<file path="config.mk">
export PLATFORM = sky130hd
export DESIGN_NAME = mrcc_step_engine
export DESIGN_NICKNAME = d
export VERILOG_FILES = /design/src/hdl/mrcc_pkg.sv /design/src/hdl/mrcc_step_engine.sv
export SDC_FILE = /design/constraint.sdc
export NUM_CORES = 1
export LEC_CHECK = 0
export BUFFER_PORTS_ARGS = -buffer_cell sky130_fd_sc_hd__buf_2
export CAP_MARGIN = 25
export CORE_ASPECT_RATIO = 0.5
export CORE_UTILIZATION = 52
export DETAILED_ROUTE_END_ITERATION = 8
export HOLD_SLACK_MARGIN = 0.15
export PLACE_DENSITY = 0.88
export RECOVER_POWER = 100
export SYNTH_ARGS = -nofsm -noshare
export SYNTH_HDL_FRONTEND = slang
export SYNTH_SLANG_ARGS = --single-unit
</file>
<file path="constraint.sdc">
create_clock -name aclk -period 5.3 [get_ports aclk]
set_input_delay 1.06 -clock aclk [delete_from_list [all_inputs] [get_ports aclk]]
set_output_delay 1.06 -clock aclk [all_outputs]
set_load 0.05 [all_outputs]
</file>
<file path="src/hdl/mrcc_pkg.sv">
// Shared types, constants and the CRC-32 column table of the ROM checker.
package mrcc_pkg;

    localparam int unsigned WORD_W   = 32;
    localparam int unsigned STAGE_W  = 3;
    localparam int unsigned ERR_W    = 2;
    localparam int unsigned CFG_IDX_W = 3;

    // Stage codes.
    localparam logic [STAGE_W-1:0] ST_INIT    = 3'd0;
    localparam logic [STAGE_W-1:0] ST_RESTART = 3'd1;
    localparam logic [STAGE_W-1:0] ST_SAFETY  = 3'd2;
    localparam logic [STAGE_W-1:0] ST_CONFIG  = 3'd3;
    localparam logic [STAGE_W-1:0] ST_APP     = 3'd4;

    // Error codes.
    localparam logic [ERR_W-1:0] ERR_OK     = 2'd0;
    localparam logic [ERR_W-1:0] ERR_SAFETY = 2'd1;
    localparam logic [ERR_W-1:0] ERR_CONFIG = 2'd2;
    localparam logic [ERR_W-1:0] ERR_APP    = 2'd3;

    // Configuration register indexes.
    localparam logic [CFG_IDX_W-1:0] CFG_SAFETY_START = 3'd0;
    localparam logic [CFG_IDX_W-1:0] CFG_SAFETY_END   = 3'd1;
    localparam logic [CFG_IDX_W-1:0] CFG_CONFIG_START = 3'd2;
    localparam logic [CFG_IDX_W-1:0] CFG_CONFIG_END   = 3'd3;
    localparam logic [CFG_IDX_W-1:0] CFG_APP_START    = 3'd4;
    localparam logic [CFG_IDX_W-1:0] CFG_APP_END      = 3'd5;
    localparam logic [CFG_IDX_W-1:0] CFG_APP_CRC      = 3'd6;

    localparam logic [WORD_W-1:0] CRC_INIT = 32'hFFFF_FFFF;
    localparam logic [WORD_W-1:0] CRC_POLY = 32'h04C1_1DB7;
    localparam logic [WORD_W-1:0] CNT_MAX  = 32'hFFFF_FFFF;
    localparam logic [WORD_W-1:0] ADDR_STEP = 32'd4;

    localparam logic [WORD_W-1:0] RST_SAFETY_START = 32'h0800_E800;
    localparam logic [WORD_W-1:0] RST_SAFETY_END   = 32'h0800_FFFC;
    localparam logic [WORD_W-1:0] RST_CONFIG_START = 32'h0800_E000;
    localparam logic [WORD_W-1:0] RST_CONFIG_END   = 32'h0800_E7FC;

    // Input queue between the accepting side and the step engine.
    localparam int unsigned QUEUE_DEPTH = 2;
    localparam int unsigned QUEUE_PTR_W = 1;
    localparam int unsigned QUEUE_CNT_W = 2;

    typedef logic [WORD_W-1:0] word_t;
    typedef logic [WORD_W-1:0][WORD_W-1:0] crc_cols_t;

    typedef struct packed {
        word_t safety_start;
        word_t safety_end;
        word_t config_start;
        word_t config_end;
        word_t app_start;
        word_t app_end;
        word_t app_crc;
    } cfg_t;

    typedef struct packed {
        word_t                fetch_addr;
        logic [STAGE_W-1:0]   check_stage;
        word_t                fault_count;
        word_t                pass_count;
        logic [ERR_W-1:0]     error_code;
        word_t                running_crc;
    } result_t;

    // Folding a whole word is linear over GF(2): column i is the result of
    // folding a word that has only bit i set into a zero register.
    function automatic crc_cols_t crc_columns();
        crc_cols_t cols;
        word_t     r;
        for (int i = 0; i < WORD_W; i++) begin
            r = word_t'(1) << i;
            for (int j = 0; j < WORD_W; j++) begin
                if (r[WORD_W-1]) begin
                    r = (r << 1) ^ CRC_POLY;
                end else begin
                    r = r << 1;
                end
            end
            cols[i] = r;
        end
        return cols;
    endfunction

    localparam crc_cols_t CRC_COLS = crc_columns();

    function automatic word_t crc_fold(input word_t crc, input word_t data);
        word_t x;
        word_t r;
        x = crc ^ data;
        r = '0;
        for (int i = 0; i < WORD_W; i++) begin
            if (x[i]) begin
                r = r ^ CRC_COLS[i];
            end
        end
        return r;
    endfunction

endpackage

</file>
<file path="src/hdl/mrcc_step_engine.sv">
// Region walker: takes one ROM word per step and holds the result state.
module mrcc_step_engine
    import mrcc_pkg::*;
(
    input  logic    aclk,
    input  logic    aresetn,
    input  logic    step,
    input  word_t   rom_word,
    input  cfg_t    cfg,
    output result_t result
);

    logic [STAGE_W-1:0] stage_reg, stage_next;
    word_t              crc_reg, crc_next;
    word_t              addr_reg, addr_next;
    word_t              fault_reg, fault_next;
    word_t              pass_reg, pass_next;
    logic [ERR_W-1:0]   err_reg, err_next;

    word_t region_end;
    logic  in_region;
    word_t folded;
    word_t fault_inc;

    always_comb begin
        unique case (stage_reg)
            ST_SAFETY: region_end = cfg.safety_end;
            ST_CONFIG: region_end = cfg.config_end;
            default:   region_end = cfg.app_end;
        endcase
    end

    assign in_region = (addr_reg < region_end);
    assign folded    = crc_fold(crc_reg, rom_word);
    assign fault_inc = (fault_reg != CNT_MAX) ? fault_reg + 1'b1 : fault_reg;

    always_comb begin
        stage_next = stage_reg;
        crc_next   = crc_reg;
        addr_next  = addr_reg;
        fault_next = fault_reg;
        pass_next  = pass_reg;
        err_next   = err_reg;
        unique case (stage_reg)
            ST_INIT: begin
                fault_next = '0;
                pass_next  = '0;
                err_next   = ERR_OK;
                stage_next = ST_RESTART;
            end
            ST_RESTART: begin
                addr_next  = cfg.safety_start;
                crc_next   = CRC_INIT;
                stage_next = ST_SAFETY;
            end
            ST_SAFETY: begin
                if (in_region) begin
                    crc_next  = folded;
                    addr_next = addr_reg + ADDR_STEP;
                end else if (rom_word == crc_reg) begin
                    stage_next = ST_CONFIG;
                    crc_next   = CRC_INIT;
                    addr_next  = cfg.config_start;
                end else begin
                    fault_next = fault_inc;
                    err_next   = ERR_SAFETY;
                    stage_next = ST_INIT;
                end
            end
            ST_CONFIG: begin
                if (in_region) begin
                    crc_next  = folded;
                    addr_next = addr_reg + ADDR_STEP;
                end else if (rom_word == crc_reg) begin
                    stage_next = ST_APP;
                    crc_next   = CRC_INIT;
                    addr_next  = cfg.app_start;
                end else begin
                    fault_next = fault_inc;
                    err_next   = ERR_CONFIG;
                    stage_next = ST_INIT;
                end
            end
            ST_APP: begin
                if (in_region) begin
                    crc_next  = folded;
                    addr_next = addr_reg + ADDR_STEP;
                end else if (cfg.app_crc == crc_reg) begin
                    stage_next = ST_RESTART;
                    pass_next  = (pass_reg != CNT_MAX) ? pass_reg + 1'b1 : pass_reg;
                end else begin
                    fault_next = fault_inc;
                    err_next   = ERR_APP;
                    stage_next = ST_INIT;
                end
            end
            default: begin
                stage_next = ST_INIT;
            end
        endcase
    end

    always_ff @(posedge aclk) begin
        if (!aresetn) begin
            stage_reg <= ST_INIT;
            crc_reg   <= CRC_INIT;
            addr_reg  <= '0;
            fault_reg <= '0;
            pass_reg  <= '0;
            err_reg   <= ERR_OK;
        end else if (step) begin
            stage_reg <= stage_next;
            crc_reg   <= crc_next;
            addr_reg  <= addr_next;
            fault_reg <= fault_next;
            pass_reg  <= pass_next;
            err_reg   <= err_next;
        end
    end

    assign result.fetch_addr  = addr_reg;
    assign result.check_stage = stage_reg;
    assign result.fault_count = fault_reg;
    assign result.pass_count  = pass_reg;
    assign result.error_code  = err_reg;
    assign result.running_crc = crc_reg;

endmodule
</file>
==> metrics.txt, run 1 <==
post-synth top area cell dfxtp_1; max incr delay on CP 0.61 ns; Levels on crit path 15; r2r endpoint addr_reg[3]; drt initial violations 1569; WL met2 18400 um; count leader, synth xnor2_1; largest net degree at the start of global routing 65; per-cell routed wire length 19.9 um; setup TNS 0 ns; post-DR vias/cell 6.06; crit path buf inv count 3; Core ar. 21100 um^2; FILL cells 1840; library cells used by synthesis 68; area share of xor/xnor cells in the synthesized design 24.5%; clk buf depth 2; syn nets 1691; initial antenna violation count 1; clock share of power 29.9%; Post-Route WL 41200 um; Flop pwr share 27.1%; hold_buf cts 0; crit-path cells nand2b_2, buf_12, nor2_1, a21oi_1, ha_1, nand4_1, o22ai_1, a211oi_1, a21o_1, nand3_1, buf_4, o21ai_1, clkbuf_1, a222oi_1, a211oi_1; post-layout min period 4.90 ns; failing checks design-rule violations, max-capacitance violations; Yosys top cell area share 23.2%; Synth Area in Compound Gates 19.2%; Global Route Usage Sum 35.7%; Post-DP HPWL 31800 um; register area share after synthesis 23.2%; Simple-Gate Fraction of Synth Area 19.4%; RD Place Congestion 1.06; Post-synth ARST share 0%; register clock-pin slew on the reported worst setup and hold paths 0.07 ns; Clock Sinks 133; H-tree depth 4; Cells after Synth 1397; Max Clock Skew 0.0151 ns; row count 37; fin nets 2062; # DRC 7; worst reg-to-reg setup slack 0.40 ns; Synth area leaders dfxtp_1 (23%), xnor2_1 (19%), a21oi_1 (4.8%), mux2i_1 (4.6%), nor2_1 (3.8%); Chip Width 212 um; GRT overflow 0; Final Hold Fails 0; number of global-route vias before repair 11657; Slew @ Worst Pin 1.46 ns; Post-Synth Adder-Cell Area 3.82%; WP data arrival 5.23 ns; clock tree root buffer cell clkbuf_16; Die Ht 107 um; Slew Limit Fails 0; sequential cell area 2670 um^2; Slew HR 2.01%; Post-synth top cells xnor2_1 (255), dfxtp_1 (133), nor2_1 (117); crit path from stage_reg[2]; P_sw 1.64 mW; Net Sw Frac 39.6%; Combinational Power Share 43.1%; Main synth FF type dfxtp_1; achievable frequency 0.204 GHz; M1 wire length 17000 um; period utilization 92.5%; worst r2r src stage_reg[2]; Avg Cell Area, Syn 8.20 um^2; Seq cells post-synth 133; CP endpoint addr_reg[3]; Max Used Layer met4; first-pass GRT wire length 62900 um; routed via count 12562; setup violators final 0; initial core utilization 54.4%; post-synthesis instance area 11500 um^2; ANT nets after route 0; Crit path required time 5.63 ns; # Post-CTS Setup Buffers 0; number of synthesized flops with an enable pin 0; CTS tree yes; mux contribution to synthesized area 6.10%; Leak 5.32 nW; Register-to-Register Path Depth 15; Worst Hold Class reg2reg; status finished, violations left; crit path capture type flip-flop; Post-CTS Resized 0; layout cells sized above 1 22.1%; drt first pass iters 9; CP top delay family compound AO/OA/AOI/OAI gates; PwrDens 292 nW/um^2; area of the multi-input gates 8350 um^2; Crit Path Max Fanout 58; Max Cap Viol 1; VDD IR max 0.000172 V; die area 22700 um^2; RSZ-0062 raised after global routing no; I/O pin count 392; CP max stage cell dfxtp_1; Setup CP Type reg2reg; clock buffer count from CTS 17; area growth from synthesis to layout 23.5%; startpoint types flip-flop; Cell Int Power 2.50 mW; Final Power 4.14 mW; Clk Latency, worst-skew pair 0.43 ns; largest family of logic cells by synthesized area XOR/XNOR gates; Yosys warnings 0; metal3 WL 4470 um; IO Port Bufs 391; cell repeated most along the worst path a211oi_1
==> how the worst min path moves through the flow <==
| stage | start | to | slack (ns) | cells past startpoint |
|---|---|---|---|---|
| after global placement | err_reg[0] | err_reg[0] | 0.45 | 2 |
| final | err_reg[0] | err_reg[0] | 0.47 | 2 |
| after floorplan | err_reg[0] | err_reg[0] | 0.69 | 2 |
| after detailed placement | err_reg[0] | err_reg[0] | 0.46 | 2 |
| after global routing | err_reg[1] | err_reg[1] | 0.50 | 2 |
| after CTS | err_reg[0] | err_reg[0] | 0.47 | 2 |
==> cells in the final DEF, fill, tap and decap left out, types with 7 or more instances in the layout <==
master	n
a21oi_1	109
a2bb2oi_1	12
a31o_2	11
a31oi_1	13
a32o_1	8
a32oi_1	7
a41o_1	8
and3_1	18
and4_1	13
buf_2	259
buf_4	37
clkbuf_1	133
clkbuf_16	18
dfxtp_1	132
ha_1	35
inv_1	12
mux2_2	15
mux2i_1	53
nand2_1	112
nand3_1	39
nand4_1	34
nor2_1	116
nor3_1	29
o21ai_0	46
o221ai_1	9
o22ai_1	9
o31ai_1	31
or3_1	8
or4_1	30
xnor2_1	255
xnor2_2	11
xor2_1	45
==> power by group through the flow <==
stage                     clock network (mW)  registers (mW)  logic [mW]
after floorplan                            0            1.21        1.22
after global placement                     0            1.14        1.72
after detailed placement                   0            1.14        1.75
after CTS                               1.24            1.12        1.76
after global routing                    1.28            1.13        1.89
final                                   1.24            1.12        1.78
==> metal layers <==
| layer | up-vias | GRT usage (%) |
|---|---|---|
| met4 | 0 | 12.7 |
| li1 | 5843 | - |
| met5 | - | 0 |
| met3 | 125 | 7.88 |
| met1 | 5853 | 47.9 |
| met2 | 741 | 56.3 |
==> cell families after synthesis <==
kind of cell               Yosys count
and+or+nand+nor                    433
AOI/OAI and AO/OA                  325
xor gates and xnor gates           311
DFF                                133
buffers and inverters               92
muxes                               68
adders and majority gates           35
==> stage by stage <==
step	instances	util (%)	worst slack (ns)	area [um^2]	hold slack [ns]
finish	2074	67.2	0.395	14200	0.472
global route	2074	67.2	0.179	14200	0.503
CTS	2073	68.3	0.770	14400	0.470
floorplan	1397	-	0.527	11500	0.688
global placement	2040	65.3	0.963	13800	0.454
detailed placement	2041	65.4	0.838	13800	0.459
==> cell type report <==
class / instances / share of cell area (%)
Multi-Input combinational cell: 1172 / 59.0
Sequential cell: 133 / 18.8
Timing Repair Buffer: 431 / 14.9
Clock buffer: 18 / 3.18
Tap cell: 292 / 2.58
Clock inverter: 14 / 1.10
Inverter: 13 / 0.345
Antenna cell: 1 / 0.0177
==> worst register-to-register path, cell delays in order (launching register included) <==
cell and delay [ns]:
dfxtp_1 0.61, nand2b_2 0.45, buf_12 0.31, nor2_1 0.13, a21oi_1 0.19, ha_1 0.30
nand4_1 0.13, o22ai_1 0.08, a211oi_1 0.56, a21o_1 0.34, nand3_1 0.39, buf_4 0.37
o21ai_1 0.17, clkbuf_1 0.40, a222oi_1 0.13, a211oi_1 0.26
Power figures use the tool's default switching activity.
==> run 2: changes to the inputs <==
--- a/config.mk
+++ b/config.mk
@@ -13,6 +13,7 @@
 export HOLD_SLACK_MARGIN = 0.15
 export PLACE_DENSITY = 0.88
 export RECOVER_POWER = 100
+export REMOVE_ABC_BUFFERS = 1
 export SYNTH_ARGS = -nofsm -noshare
 export SYNTH_HDL_FRONTEND = slang
 export SYNTH_SLANG_ARGS = --single-unit
==> run 2 against run 1 <==
- register-to-register slack worse by 0.09 ns
- largest power group unchanged
- final area up 0.57%
- worst hold slack better by 0.0079 ns
- clock skew down 0.00068 ns
- first-iteration DRC count fell by 9.3%
- critical path depth down 2
- critical path type unchanged
- via count down 1.3%
- the run now ends clean
==> metrics.txt, run 2 (same netlist as run 1, synthesis figures left out) <==
largest net degree at the start of global routing 65 (unchanged); H-tree depth 4 (unchanged); commonest non-fill, non-tap cell in the layout buf_2 (unchanged); setup ws final 0.307 ns (was 0.395 ns); RSZ-0062 raised after global routing no (unchanged); WP data arrival 5.29 ns (was 5.23 ns); row count 37 (unchanged); startpoint types flip-flop (unchanged); Core ar. 21100 um^2 (unchanged); Crit Path Max Fanout 29 (was 58); hold slack 0.480 ns (was 0.472 ns); GR peak layer met2 (unchanged); Worst Hold Launch err_reg[1] (was err_reg[0]); Final Hold Fails 0 (unchanged); VDD IR max 0.000226 V (was 0.000172 V); ANT nets after route 0 (unchanged); Post-DP HPWL 31600 um (was 31800 um); final instance area 14200 um^2 (about the same); Clk Latency, worst-skew pair 0.43 ns (about the same); Crit path required time 5.60 ns (was 5.63 ns); Clock Sinks 133 (unchanged); setup violators final 0 (unchanged); # Post-CTS Setup Buffers 0 (unchanged); CTS tree yes (unchanged); RD Place Congestion 1.01 (was 1.06); Die Ht 107 um (unchanged); initial core utilization 54.4% (unchanged); Max Clock Skew 0.0144 ns (was 0.0151 ns); r2r endpoint crc_reg[16] (was addr_reg[3]); crit path capture type flip-flop (unchanged); Slew HR 34.1% (was 2.01%); met3 Usage GRT 6.39% (was 7.88%); I/O pin count 392 (unchanged); # diodes 0 (was 1); Setup CP Type reg2reg (unchanged); status completed (was finished, violations left); IO Port Bufs 391 (unchanged); initial antenna violation count 0 (was 1); drt first pass iters 6 (was 9); clock buffer count from CTS 17 (unchanged); number of global-route vias before repair 11517 (was 11657); worst r2r src stage_reg[2] (unchanged); # DRC 0 (was 7); Min-Delay Endpoint err_reg[1] (was err_reg[0]); Register-to-Register Path Depth 13 (was 15); Post-Route WL 41000 um (was 41200 um); worst reg-to-reg setup slack 0.31 ns (was 0.40 ns); period utilization 94.2% (was 92.5%); Slew @ Worst Pin 0.980 ns (was 1.46 ns); post-DR vias/cell 5.97 (was 6.06); met1 Track Usage GR 46.5% (was 47.9%); Leak 5.35 nW (was 5.32 nW); Final Power 4.14 mW (about the same); Post-Place Cell Area 13800 um^2 (about the same); Chip Width 212 um (unchanged); Worst Hold Class reg2reg (unchanged); post-layout min period 4.99 ns (was 4.90 ns); hold_buf cts 0 (unchanged); GRT overflow 0 (unchanged); fin nets 2067 (was 2062); pre-CTS WS 0.658 ns (was 0.838 ns); Post-CTS Resized 0 (unchanged); die area 22700 um^2 (unchanged); Global Route Usage Sum 35.5% (was 35.7%); register clock-pin slew on the reported worst setup and hold paths 0.06 ns (was 0.07 ns); met2 Track Usage GR 57.7% (was 56.3%); Slew Limit Fails 0 (unchanged); achievable frequency 0.200 GHz (was 0.204 GHz); Max Cap Viol 0 (was 1); per-cell routed wire length 19.7 um (was 19.9 um); routed via count 12404 (was 12562); first-pass GRT wire length 62600 um (was 62900 um); WHS Path Cells 2 (unchanged); layout cells sized above 1 22.3% (was 22.1%); clk buf depth 2 (unchanged); drt initial violations 1423 (was 1569); clock tree root buffer cell clkbuf_16 (unchanged); PwrDens 291 nW/um^2 (was 292 nW/um^2); most frequent cells in the layout buf_2 (259), xnor2_1 (255), clkbuf_1 (135), dfxtp_1 (132), nor2_1 (116) (was buf_2 (259), xnor2_1 (255), clkbuf_1 (133), dfxtp_1 (132), nor2_1 (116)); area growth from synthesis to layout 24.2% (was 23.5%)
==> run 2: worst max-delay path by stage <==
| stage | start | endpoint | slack [ns] | cells past startpoint |
|---|---|---|---|---|
| 2_1_floorplan | stage_reg[0] | crc_reg[11] | -1.37 | 12 |
| 3_3_place_gp | cfg[127] | crc_reg[11] | 0.74 | 13 |
| 3_5_place_dp | stage_reg[2] | crc_reg[15] | 0.66 | 13 |
| 4_1_cts | stage_reg[2] | crc_reg[16] | 0.62 | 13 |
| 5_1_grt | stage_reg[2] | crc_reg[16] | 0.13 | 13 |
| 6_report | stage_reg[2] | crc_reg[16] | 0.31 | 13 |
==> run 2: stage by stage <==
stage                     utilization [%]  std cells  setup TNS [ns]
after detailed placement             65.7       2046               0
after global routing                 67.6       2078               0
after global placement               65.6       2045               0
after floorplan                         -       1318         -102.72
final                                67.6       2078               0
after CTS                            68.6       2078               0
==> run 2: worst max-delay path: stages, from the launching register on <==
cell and delay, ns:
dfxtp_1 0.61, nand2b_2 0.57, clkbuf_1 0.31, nor2_1 0.09, a21oi_1 0.22, ha_1 0.20, nand4_1 0.15, nor4_1 0.62
nand3_1 0.19, a21o_1 0.25, and3_1 0.33, a31oi_4 0.60, nand2_1 0.46, a2bb2oi_1 0.24
==> run 2: final cells by class <==
type                       count  area (um^2)
clock buffer                  21          460
clock inverter                11          153
fill                        1876         6830
inverter                      13         48.8
multi-input combinational   1172         8370
sequential                   133         2670
tap                          292          365
timing repair buffer         436         2170
==> run 2: power breakdown <==
group | internal (mW) | switching, mW | leakage (nW)
Sequential | 1.03 | 0.0861 | 1.08
Clock | 0.767 | 0.472 | 0.289
Combinational | 0.777 | 1.00 | 3.98
Total | 2.58 | 1.56 | 5.35
==> run 2: per-layer routing <==
metal | vias up | wire (um)
met5 | - | 0
met4 | 0 | 1480
met3 | 105 | 3500
met2 | 628 | 18900
met1 | 5816 | 17100
li1 | 5855 | -
